**src/hdl/pofc_pkg.sv**
```systemverilog
// ---------------------------------------------------------------------------
// PPPoE offer frame checker package
// Shared verdict codes, header constants and discovery tag types.
// ---------------------------------------------------------------------------
package pofc_pkg;

    typedef enum logic [3:0] {
        VERDICT_OK        = 4'd0,
        VERDICT_ETHERTYPE = 4'd1,
        VERDICT_LENGTH    = 4'd2,
        VERDICT_DEST      = 4'd3,
        VERDICT_HOSTUNIQ  = 4'd4,
        VERDICT_CODE      = 4'd5,
        VERDICT_MCAST_SRC = 4'd6,
        VERDICT_ACNAME    = 4'd7,
        VERDICT_SERVICE   = 4'd8,
        VERDICT_ERROR_TAG = 4'd9
    } verdict_t;

    // Configuration register indexes.
    localparam logic REG_OWN_MAC   = 1'b0;
    localparam logic REG_HOST_UNIQ = 1'b1;

    localparam int unsigned HEAD_BYTES = 20;
    localparam int unsigned TAG_SLACK  = 6;

    localparam logic [15:0] ETHERTYPE_DISCOVERY = 16'h8863;
    localparam logic [7:0]  VER_TYPE_1_1        = 8'h11;
    localparam logic [7:0]  CODE_OFFER          = 8'h07;

    localparam logic [15:0] TAG_LIST_END   = 16'h0000;
    localparam logic [15:0] TAG_SVC_NAME   = 16'h0101;
    localparam logic [15:0] TAG_CONC_NAME  = 16'h0102;
    localparam logic [15:0] TAG_UNIQ_ID    = 16'h0103;
    localparam logic [15:0] TAG_SVC_ERROR  = 16'h0201;
    localparam logic [15:0] TAG_AC_ERROR   = 16'h0202;
    localparam logic [15:0] TAG_GEN_ERROR  = 16'h0203;

    localparam logic [15:0] HOST_UNIQ_BYTES = 16'd4;

endpackage

```
**src/hdl/pppoe_offer_frame_checker_unit.sv**
```systemverilog
// ---------------------------------------------------------------------------
// PPPoE offer frame checker
// Parses one received Ethernet frame a byte at a time and judges whether it
// is a discovery offer addressed to this station.
// ---------------------------------------------------------------------------
// Usage:
// Frame bytes enter on the s_ stream, one byte per item, with s_tlast on
// the final byte. Every byte updates the header and tag-walk state in the
// cycle it is accepted. The final byte also loads one result item into the
// output register, so the verdict appears on the m_ stream in the cycle after
// the last byte is accepted. All other bytes produce no result.
// Throughput is one byte per cycle; the only limit is the output register.
// While a result waits for m_tready, s_tready is low and every byte of the
// next frame waits too; s_tready follows m_tready in the same cycle, so a
// result taken at once does not stall the input. Bytes past 20 + PAYLOAD_BYTES
// are ignored, but their last flag still closes the frame.
// The APB port holds the station MAC (address 0) and the expected host-uniq
// value (address 8); write it only while no frame is in progress.
// Reset clears both registers, all per-frame state and the output valid flag.
// ---------------------------------------------------------------------------
module pppoe_offer_frame_checker_unit #(
    parameter int unsigned PAYLOAD_BYTES = 1500
) (
    input  logic        clk,
    input  logic        rst_n,
    // configuration port
    input  logic        psel,
    input  logic        penable,
    input  logic        pwrite,
    input  logic [3:0]  paddr,
    input  logic [63:0] pwdata,
    output logic [63:0] prdata,
    output logic        pready,
    // frame byte stream
    input  logic        s_tvalid,
    output logic        s_tready,
    input  logic [7:0]  s_tdata,   // [7:0] frame_byte
    input  logic        s_tlast,   // last_byte
    // result stream
    output logic        m_tvalid,
    input  logic        m_tready,
    output logic [55:0] m_tdata    // [0] accepted, [4:1] verdict, [52:5] sender_mac
);
    import pofc_pkg::*;

    localparam int unsigned FRAME_LIMIT = HEAD_BYTES + PAYLOAD_BYTES;
    localparam int unsigned POS_W       = $clog2(FRAME_LIMIT + 1);
    localparam int unsigned MAX_DECL    = PAYLOAD_BYTES - TAG_SLACK;

    // Configuration registers.
    logic [47:0] own_mac_reg;
    logic [31:0] host_uniq_reg;
    logic        cfg_write;

    assign pready    = 1'b1;
    assign cfg_write = psel & penable & pwrite & pready;

    always_ff @(posedge clk or negedge rst_n)
    begin
        if (!rst_n)
        begin
            own_mac_reg   <= '0;
            host_uniq_reg <= '0;
        end
        else if (cfg_write && paddr[2:0] == 3'd0)
        begin
            if (paddr[3] == REG_OWN_MAC)
            begin
                own_mac_reg <= pwdata[47:0];
            end
            else
            begin
                host_uniq_reg <= pwdata[31:0];
            end
        end
    end

    always_comb
    begin
        prdata = '0;
        if (paddr[2:0] == 3'd0)
        begin
            if (paddr[3] == REG_OWN_MAC)
            begin
                prdata = {16'd0, own_mac_reg};
            end
            else
            begin
                prdata = {32'd0, host_uniq_reg};
            end
        end
    end

    // Per-frame state.
    logic [POS_W-1:0] byte_position_reg, byte_position_next;
    logic             dest_matches_reg, dest_matches_next;
    logic [47:0]      source_address_reg, source_address_next;
    logic [15:0]      frame_ethertype_reg, frame_ethertype_next;
    logic             header_valid_reg, header_valid_next;
    logic [7:0]       frame_code_reg, frame_code_next;
    logic [15:0]      declared_length_reg, declared_length_next;
    logic [POS_W-1:0] tag_start_reg, tag_start_next;
    logic [15:0]      tag_kind_reg, tag_kind_next;
    logic [15:0]      tag_size_reg, tag_size_next;
    logic             walk_active_reg, walk_active_next;
    logic             uniq_comparing_reg, uniq_comparing_next;
    logic             uniq_matched_reg, uniq_matched_next;
    logic             acname_seen_reg, acname_seen_next;
    logic             service_empty_reg, service_empty_next;
    logic             error_seen_reg, error_seen_next;

    logic             out_valid_reg;
    logic [55:0]      out_data_reg;

    logic             in_fire;
    logic [POS_W-1:0] tag_off;
    logic [1:0]       hdr_idx;
    logic [1:0]       uniq_idx;
    logic [16:0]      tag_end;
    verdict_t         verdict;

    assign s_tready = ~out_valid_reg | m_tready;
    assign in_fire  = s_tvalid & s_tready;
    assign m_tvalid = out_valid_reg;
    assign m_tdata  = out_data_reg;

    assign tag_off  = byte_position_reg - POS_W'(HEAD_BYTES);
    assign hdr_idx  = 2'(tag_off - tag_start_reg);
    assign uniq_idx = 2'(tag_off) - 2'(tag_start_reg) + 2'(tag_size_reg);

    always_comb
    begin
        byte_position_next   = byte_position_reg;
        dest_matches_next    = dest_matches_reg;
        source_address_next  = source_address_reg;
        frame_ethertype_next = frame_ethertype_reg;
        header_valid_next    = header_valid_reg;
        frame_code_next      = frame_code_reg;
        declared_length_next = declared_length_reg;
        tag_start_next       = tag_start_reg;
        tag_kind_next        = tag_kind_reg;
        tag_size_next        = tag_size_reg;
        walk_active_next     = walk_active_reg;
        uniq_comparing_next  = uniq_comparing_reg;
        uniq_matched_next    = uniq_matched_reg;
        acname_seen_next     = acname_seen_reg;
        service_empty_next   = service_empty_reg;
        error_seen_next      = error_seen_reg;
        tag_end              = '0;

        if (byte_position_reg < POS_W'(FRAME_LIMIT))
        begin
            byte_position_next = byte_position_reg + 1'b1;
            if (byte_position_reg < POS_W'(6))
            begin
                if (s_tdata != own_mac_reg[8 * (5 - 3'(byte_position_reg)) +: 8])
                begin
                    dest_matches_next = 1'b0;
                end
            end
            else if (byte_position_reg < POS_W'(12))
            begin
                source_address_next = {source_address_reg[39:0], s_tdata};
            end
            else if (byte_position_reg < POS_W'(14))
            begin
                frame_ethertype_next = {frame_ethertype_reg[7:0], s_tdata};
            end
            else if (byte_position_reg == POS_W'(14))
            begin
                header_valid_next = (s_tdata == VER_TYPE_1_1);
            end
            else if (byte_position_reg == POS_W'(15))
            begin
                frame_code_next = s_tdata;
            end
            else if (byte_position_reg < POS_W'(18))
            begin
                // Session id is not checked.
            end
            else if (byte_position_reg < POS_W'(HEAD_BYTES))
            begin
                declared_length_next = {declared_length_reg[7:0], s_tdata};
                if (byte_position_reg == POS_W'(19) &&
                    declared_length_next > 16'(MAX_DECL))
                begin
                    header_valid_next = 1'b0;
                end
            end
            else if (walk_active_reg && header_valid_reg)
            begin
                if (tag_off < tag_start_reg)
                begin
                    // Body byte of the most recently accepted tag.
                    if (uniq_comparing_reg)
                    begin
                        if (s_tdata != host_uniq_reg[8 * (3 - uniq_idx) +: 8])
                        begin
                            uniq_comparing_next = 1'b0;
                        end
                        else if (uniq_idx == 2'd3)
                        begin
                            uniq_matched_next   = 1'b1;
                            uniq_comparing_next = 1'b0;
                        end
                    end
                end
                else if (16'(tag_start_reg) >= declared_length_reg)
                begin
                    walk_active_next = 1'b0;
                end
                else
                begin
                    case (hdr_idx)
                        2'd0:
                        begin
                            tag_kind_next = {s_tdata, 8'd0};
                        end
                        2'd1:
                        begin
                            tag_kind_next = {tag_kind_reg[15:8], s_tdata};
                        end
                        2'd2:
                        begin
                            tag_size_next = {s_tdata, 8'd0};
                        end
                        default:
                        begin
                            tag_size_next = {tag_size_reg[15:8], s_tdata};
                            tag_end = 17'(tag_start_reg) + 17'd4 + {1'b0, tag_size_next};
                            if (tag_kind_reg == TAG_LIST_END ||
                                tag_end > {1'b0, declared_length_reg})
                            begin
                                walk_active_next = 1'b0;
                            end
                            else
                            begin
                                tag_start_next = POS_W'(tag_end);
                                case (tag_kind_reg)
                                    TAG_CONC_NAME:
                                    begin
                                        acname_seen_next = 1'b1;
                                    end
                                    TAG_SVC_NAME:
                                    begin
                                        service_empty_next = (tag_size_next == 16'd0);
                                    end
                                    TAG_SVC_ERROR, TAG_AC_ERROR, TAG_GEN_ERROR:
                                    begin
                                        error_seen_next = 1'b1;
                                    end
                                    TAG_UNIQ_ID:
                                    begin
                                        uniq_comparing_next = (tag_size_next == HOST_UNIQ_BYTES);
                                    end
                                    default:
                                    begin
                                    end
                                endcase
                            end
                        end
                    endcase
                end
            end
        end
    end

    // Verdict from the state as it stands after the final byte.
    always_comb
    begin
        if (frame_ethertype_next != ETHERTYPE_DISCOVERY)
        begin
            verdict = VERDICT_ETHERTYPE;
        end
        else if ({1'b0, declared_length_next} + 17'(HEAD_BYTES) > 17'(byte_position_next))
        begin
            verdict = VERDICT_LENGTH;
        end
        else if (!dest_matches_next)
        begin
            verdict = VERDICT_DEST;
        end
        else if (!uniq_matched_next)
        begin
            verdict = VERDICT_HOSTUNIQ;
        end
        else if (frame_code_next != CODE_OFFER)
        begin
            verdict = VERDICT_CODE;
        end
        else if (source_address_next[40])
        begin
            verdict = VERDICT_MCAST_SRC;
        end
        else if (!acname_seen_next)
        begin
            verdict = VERDICT_ACNAME;
        end
        else if (!service_empty_next)
        begin
            verdict = VERDICT_SERVICE;
        end
        else if (error_seen_next)
        begin
            verdict = VERDICT_ERROR_TAG;
        end
        else
        begin
            verdict = VERDICT_OK;
        end
    end

    always_ff @(posedge clk or negedge rst_n)
    begin
        if (!rst_n)
        begin
            byte_position_reg   <= '0;
            dest_matches_reg    <= 1'b1;
            source_address_reg  <= '0;
            frame_ethertype_reg <= '0;
            header_valid_reg    <= 1'b0;
            frame_code_reg      <= '0;
            declared_length_reg <= '0;
            tag_start_reg       <= '0;
            tag_kind_reg        <= '0;
            tag_size_reg        <= '0;
            walk_active_reg     <= 1'b1;
            uniq_comparing_reg  <= 1'b0;
            uniq_matched_reg    <= 1'b0;
            acname_seen_reg     <= 1'b0;
            service_empty_reg   <= 1'b0;
            error_seen_reg      <= 1'b0;
        end
        else if (in_fire && s_tlast)
        begin
            // Frame done: back to the idle state for the next frame.
            byte_position_reg   <= '0;
            dest_matches_reg    <= 1'b1;
            source_address_reg  <= '0;
            frame_ethertype_reg <= '0;
            header_valid_reg    <= 1'b0;
            frame_code_reg      <= '0;
            declared_length_reg <= '0;
            tag_start_reg       <= '0;
            tag_kind_reg        <= '0;
            tag_size_reg        <= '0;
            walk_active_reg     <= 1'b1;
            uniq_comparing_reg  <= 1'b0;
            uniq_matched_reg    <= 1'b0;
            acname_seen_reg     <= 1'b0;
            service_empty_reg   <= 1'b0;
            error_seen_reg      <= 1'b0;
        end
        else if (in_fire)
        begin
            byte_position_reg   <= byte_position_next;
            dest_matches_reg    <= dest_matches_next;
            source_address_reg  <= source_address_next;
            frame_ethertype_reg <= frame_ethertype_next;
            header_valid_reg    <= header_valid_next;
            frame_code_reg      <= frame_code_next;
            declared_length_reg <= declared_length_next;
            tag_start_reg       <= tag_start_next;
            tag_kind_reg        <= tag_kind_next;
            tag_size_reg        <= tag_size_next;
            walk_active_reg     <= walk_active_next;
            uniq_comparing_reg  <= uniq_comparing_next;
            uniq_matched_reg    <= uniq_matched_next;
            acname_seen_reg     <= acname_seen_next;
            service_empty_reg   <= service_empty_next;
            error_seen_reg      <= error_seen_next;
        end
    end

    always_ff @(posedge clk or negedge rst_n)
    begin
        if (!rst_n)
        begin
            out_valid_reg <= 1'b0;
        end
        else if (in_fire && s_tlast)
        begin
            out_valid_reg <= 1'b1;
        end
        else if (m_tready)
        begin
            out_valid_reg <= 1'b0;
        end
    end

    always_ff @(posedge clk)
    begin
        if (in_fire && s_tlast)
        begin
            out_data_reg <= {3'd0, source_address_next, verdict, verdict == VERDICT_OK};
        end
    end

    property p_frame_end_clears;
        @(posedge clk) disable iff (!rst_n)
        (in_fire && s_tlast) |=> (byte_position_reg == '0 && walk_active_reg && m_tvalid);
    endproperty
    a_frame_end_clears: assert property (p_frame_end_clears)
        else $error("frame state not cleared or no result after final byte");

    property p_position_bounded;
        @(posedge clk) disable iff (!rst_n)
        byte_position_reg <= POS_W'(FRAME_LIMIT);
    endproperty
    a_position_bounded: assert property (p_position_bounded)
        else $error("byte position ran past the frame limit");

    property p_tag_start_bounded;
        @(posedge clk) disable iff (!rst_n)
        16'(tag_start_reg) <= declared_length_reg || tag_start_reg == '0;
    endproperty
    a_tag_start_bounded: assert property (p_tag_start_bounded)
        else $error("tag walk moved past the declared length");

    property p_accept_flag;
        @(posedge clk) disable iff (!rst_n)
        m_tvalid |-> (m_tdata[0] == (m_tdata[4:1] == VERDICT_OK));
    endproperty
    a_accept_flag: assert property (p_accept_flag)
        else $error("accepted flag disagrees with verdict");

    property p_no_result_midframe;
        @(posedge clk) disable iff (!rst_n)
        (in_fire && !s_tlast && !m_tvalid) |=> !m_tvalid;
    endproperty
    a_no_result_midframe: assert property (p_no_result_midframe)
        else $error("result produced without a final byte");

endmodule
```
**config.mk**
```make
export PLATFORM = sky130hd
export DESIGN_NAME = pppoe_offer_frame_checker_unit
export DESIGN_NICKNAME = d
export VERILOG_FILES = /design/src/hdl/pofc_pkg.sv /design/src/hdl/pppoe_offer_frame_checker_unit.sv
export SDC_FILE = /design/constraint.sdc
export NUM_CORES = 1
export LEC_CHECK = 0
export BUFFER_PORTS_ARGS = -buffer_cell sky130_fd_sc_hd__buf_4
export CAP_MARGIN = 10
export CELL_PAD_IN_SITES_DETAIL_PLACEMENT = 1
export CELL_PAD_IN_SITES_GLOBAL_PLACEMENT = 2
export CORE_ASPECT_RATIO = 1.4
export CORE_UTILIZATION = 35
export DETAILED_ROUTE_END_ITERATION = 7
export PLACE_DENSITY_LB_ADDON = 0.1
export SETUP_SLACK_MARGIN = 0.02
export SLEW_MARGIN = 20
export SYNTH_ARGS = -nofsm -noshare
export SYNTH_HDL_FRONTEND = slang
export SYNTH_SLANG_ARGS = --single-unit
```
**constraint.sdc**
```tcl
create_clock -name clk -period 6.7 [get_ports clk]
set_input_delay 0.67 -clock clk [delete_from_list [all_inputs] [get_ports clk]]
set_output_delay 0.67 -clock clk [all_outputs]
set_load 0.01 [all_outputs]
```
==> results.py <==
metrics = {
    "run_status": {
        "status": "finished, violations left",
        "violations": "design-rule violations",
    },
    "synth": {
        "avgSynthCellArea_sq_um": 11.11,
        "yosysSeqAreaShare_pct": 46.58,
        "synth_top_area_cell": "dfrtp_1",
        "yosys-top-cells-area": "dfrtp_1, edfxtp_1, mux2_2, ha_1, a22o_1",
        "ys_types": 74,
        "synth_edf_count": 53,
        "yosysWarnings": 0,
        "syn_area_sq_um": 15510,
        "yosys.area.top_type_share_pct": 35.98,
        "yosys_register_bits": 278,
        "async_flop_share_pct": 80.94,
        "synthCells": 1396,
        "synth_ff_type": "dfrtp_1",
    },
    "clocking": {
        "ctsResizeCount": 0,
        "cts_max_level": 1,
        "numCtsBuffers": 31,
        "cts_hold_buf": 0,
        "cts_tree": "built",
        "clkLatencyLatePin_ns": 0.60,
        "cts_setup_buffers": 0,
        "clockBufferDepth": 3,
        "root_buffer": "clkbuf_16",
        "path_clk_slew_ns": 0.06,
        "numClockSinks": 278,
    },
    "routing": {
        "avgViaCountPerCell": 5.451,
        "num_vias": 11570,
        "drt_wl_total_mm": 50.19,
        "drt_iter0_drc": 461,
        "drc": 14,
        "drt_pre_antenna_iters": 7,
        "wl_per_cell_um": 23.65,
        "ant_nets": 0,
    },
    "die": {
        "core-area_sq_um": 43350,
        "dieWidth_um": 179.9,
        "die_y_um": 251.1,
        "start_util_pct": 35.77,
        "ios": 207,
        "dieArea_sq_um": 45170,
        "row_count": 90,
    },
    "finish": {
        "antenna_cells": 0,
        "stdcell_count": 2122,
        "fin_nets": 1712,
        "area_growth_syn_to_layout_pct": 18.47,
        "fin_util_pct": 42.38,
        "largest_register_ffs": 53,
        "drive_above_1_share_pct": 26.31,
    },
    "timing": {
        "min_period_over_period_pct": 84.72,
        "slew_headroom_pct": 28.90,
        "fin_setup_tns_ns": 0,
        "fmax_ghz": 0.1762,
        "rsz0062_at_grt": "false",
        "finalSetupViolCount": 0,
        "worst_slew_pin_slew_ns": 1.057,
        "fin_crit_ns": 5.676,
        "skew_ns": 0.01881,
        "hold_viol_final": 0,
        "report.final.slew_viol_count": 0,
        "setup_slack_ns": 1.024,
    },
    "global_routing": {
        "grt_usage_pct": 22.54,
        "antenna_found_initial": 0,
        "grt_pass1_vias": 12660,
        "grt_max_degree": 151,
        "grt.overflow.total": 0,
        "grt_pass1_wl_mm": 77.90,
    },
    "power_and_ir_drop": {
        "power_density_nw_per_um2": 249.9,
        "vdd_drop_max_uv": 220.7,
        "power_leakage_nw": 8.386,
    },
    "setup_path": {
        "path_cells": "inv_1 > ha_1 > nor4b_1 > nand4_1 > a21oi_1 > inv_1 > ha_1 > o211ai_1 > or2_2 > nor2_1 > xnor2_1 > nand2_1 > o21ai_0 > ha_1 > nand4_1 > a221oi_1 > a2111oi_0 > o221ai_1 > a311oi_1 > buf_4 > nand3b_1 > nor3b_1",
        "cpMostUsedCell": "ha_1",
        "cpMaxStageDelayCell": "dfrtp_1",
        "endpoint_kind": "flop",
        "cp_num_buf_inv": 3,
        "cp.arrival_ns": 6.11,
        "cpPeakStageDelay_ns": 0.50,
        "cp_top_family": "compound AO/OA/AOI/OAI gates",
        "start_kind": "flop",
        "required_ns": 7.13,
        "worstPathMaxFanout": 10,
        "worstSetupPathType": "flop to flop",
    },
    "flow_run": {
        "maxCapViolations": 0,
    },
    "placed_design": {
        "dp.cells": 2066,
        "dp.final_hpwl_mm": 36.39,
        "portBuffers": 170,
        "place_ws_ns": 0.6750,
        "finalWeightedCongestion": 0.8274,
    },
    "min_path": {
        "worstHoldPathType": "input port to asynchronous set/reset pin",
    },
}
## routing by layer
metal	GRT usage [%]	wire length, um
met1	25.38	19530
met2	42.12	26660
met3	3.129	1862
met4	9.778	2141
met5	0	0
## cells in the final DEF, fill, tap and decap left out, types with 6 or more instances in the layout
master     Yosys  layout
nand3_1       32      32
a22o_1        99      99
clkbuf_1      70      10
nor4_1        15      15
a21o_1        10      10
nor2_1        97      94
nor2b_1        6       6
inv_1         66      65
o21ai_0       53      53
mux4_2         8       8
mux2_2       140     140
ha_1          80      80
xor2_1        13      13
conb_1         2      20
nand2_1       66      65
nor3_1        23      23
a211oi_1       7       7
mux2i_1       53      53
a21oi_1       37      37
clkbuf_16      0      32
edfxtp_1      53      53
o211ai_1       8       8
buf_4         20     196
nor4b_1        7       7
dfrtp_1      223     223
and2_1        19      19
a31oi_1        7       7
o22ai_1        7       7
xnor2_1       45      45
mux2_1         6       6
nand4_1       21      21
## synth_stat cells (15+ instances only)
library cell  number
nand2_1           66
nor2_1            97
inv_1             66
edfxtp_1          53
nor3_1            23
and2_1            19
xnor2_1           45
clkbuf_1          70
mux2_2           140
a21oi_1           37
nand4_1           21
ha_1              80
mux2i_1           53
a22o_1            99
nor4_1            15
o21ai_0           53
buf_4             20
nand3_1           32
dfrtp_1          223
## where the power goes
| part | switching, mW | internal [mW] | total (mW) |
|---|---|---|---|
| clock | 0.732 | 1.01 | 1.74 |
| sequential | 0.135 | 1.87 | 2.00 |
| combinational | 0.468 | 0.376 | 0.844 |
| total | 1.33 | 3.26 | 4.59 |
## final cells by class
type	count	area, sq um
Sequential cell	278	7224
Clock inverter	9	121.4
Tap cell	552	690.7
Multi-Input combinational cell	971	7672
Fill cell	4697	24980
Clock buffer	47	907.1
Inverter	67	251.5
Timing Repair Buffer	198	1506
## per-stage QoR
| stage | total power, mW | instance area (sq um) | hold slack, ns |
|---|---|---|---|
| after floorplan | 2.559 | 15580 | 0.3744 |
| after global placement | 2.870 | 17340 | 0.4775 |
| after detailed placement | 2.894 | 17340 | 0.4866 |
| after CTS | 4.657 | 18370 | 0.08292 |
| after global routing | 4.804 | 18370 | 0.1105 |
| final | 4.592 | 18370 | 0.07167 |
## final timing paths
path	startpoint	to	slack, ns	cells past startpoint
max in group asynchronous	rst_n	service_empty_reg$_DFFE_PN0P_	5.22	2
min	rst_n	source_address_reg[46]$_DFFE_PN0P_	0.07	1
max reg2reg	byte_position_reg[2]$_DFFE_PN0P_	m_tdata[4]$_DFFE_PP_	1.02	22
min reg2reg	source_address_reg[47]$_DFFE_PN0P_	source_address_reg[47]$_DFFE_PN0P_	0.50	1
min in group clk	pwdata[36]	own_mac_reg[36]$_DFFE_PN0P_	0.31	2
max	byte_position_reg[2]$_DFFE_PN0P_	m_tdata[4]$_DFFE_PP_	1.02	22
## cell families after synthesis
logic type | after synthesis | share of synthesized area, %
compound gates | 274 | 12.82
xor+xnor | 60 | 3.485
fa+ha+maj | 81 | 6.583
buf+inv | 165 | 4.501
flops | 278 | 46.58
mux | 207 | 15.18
other cells | 2 | 0.04842
simple gates | 329 | 10.80
Note: power is estimated with default switching activity, not from simulation.
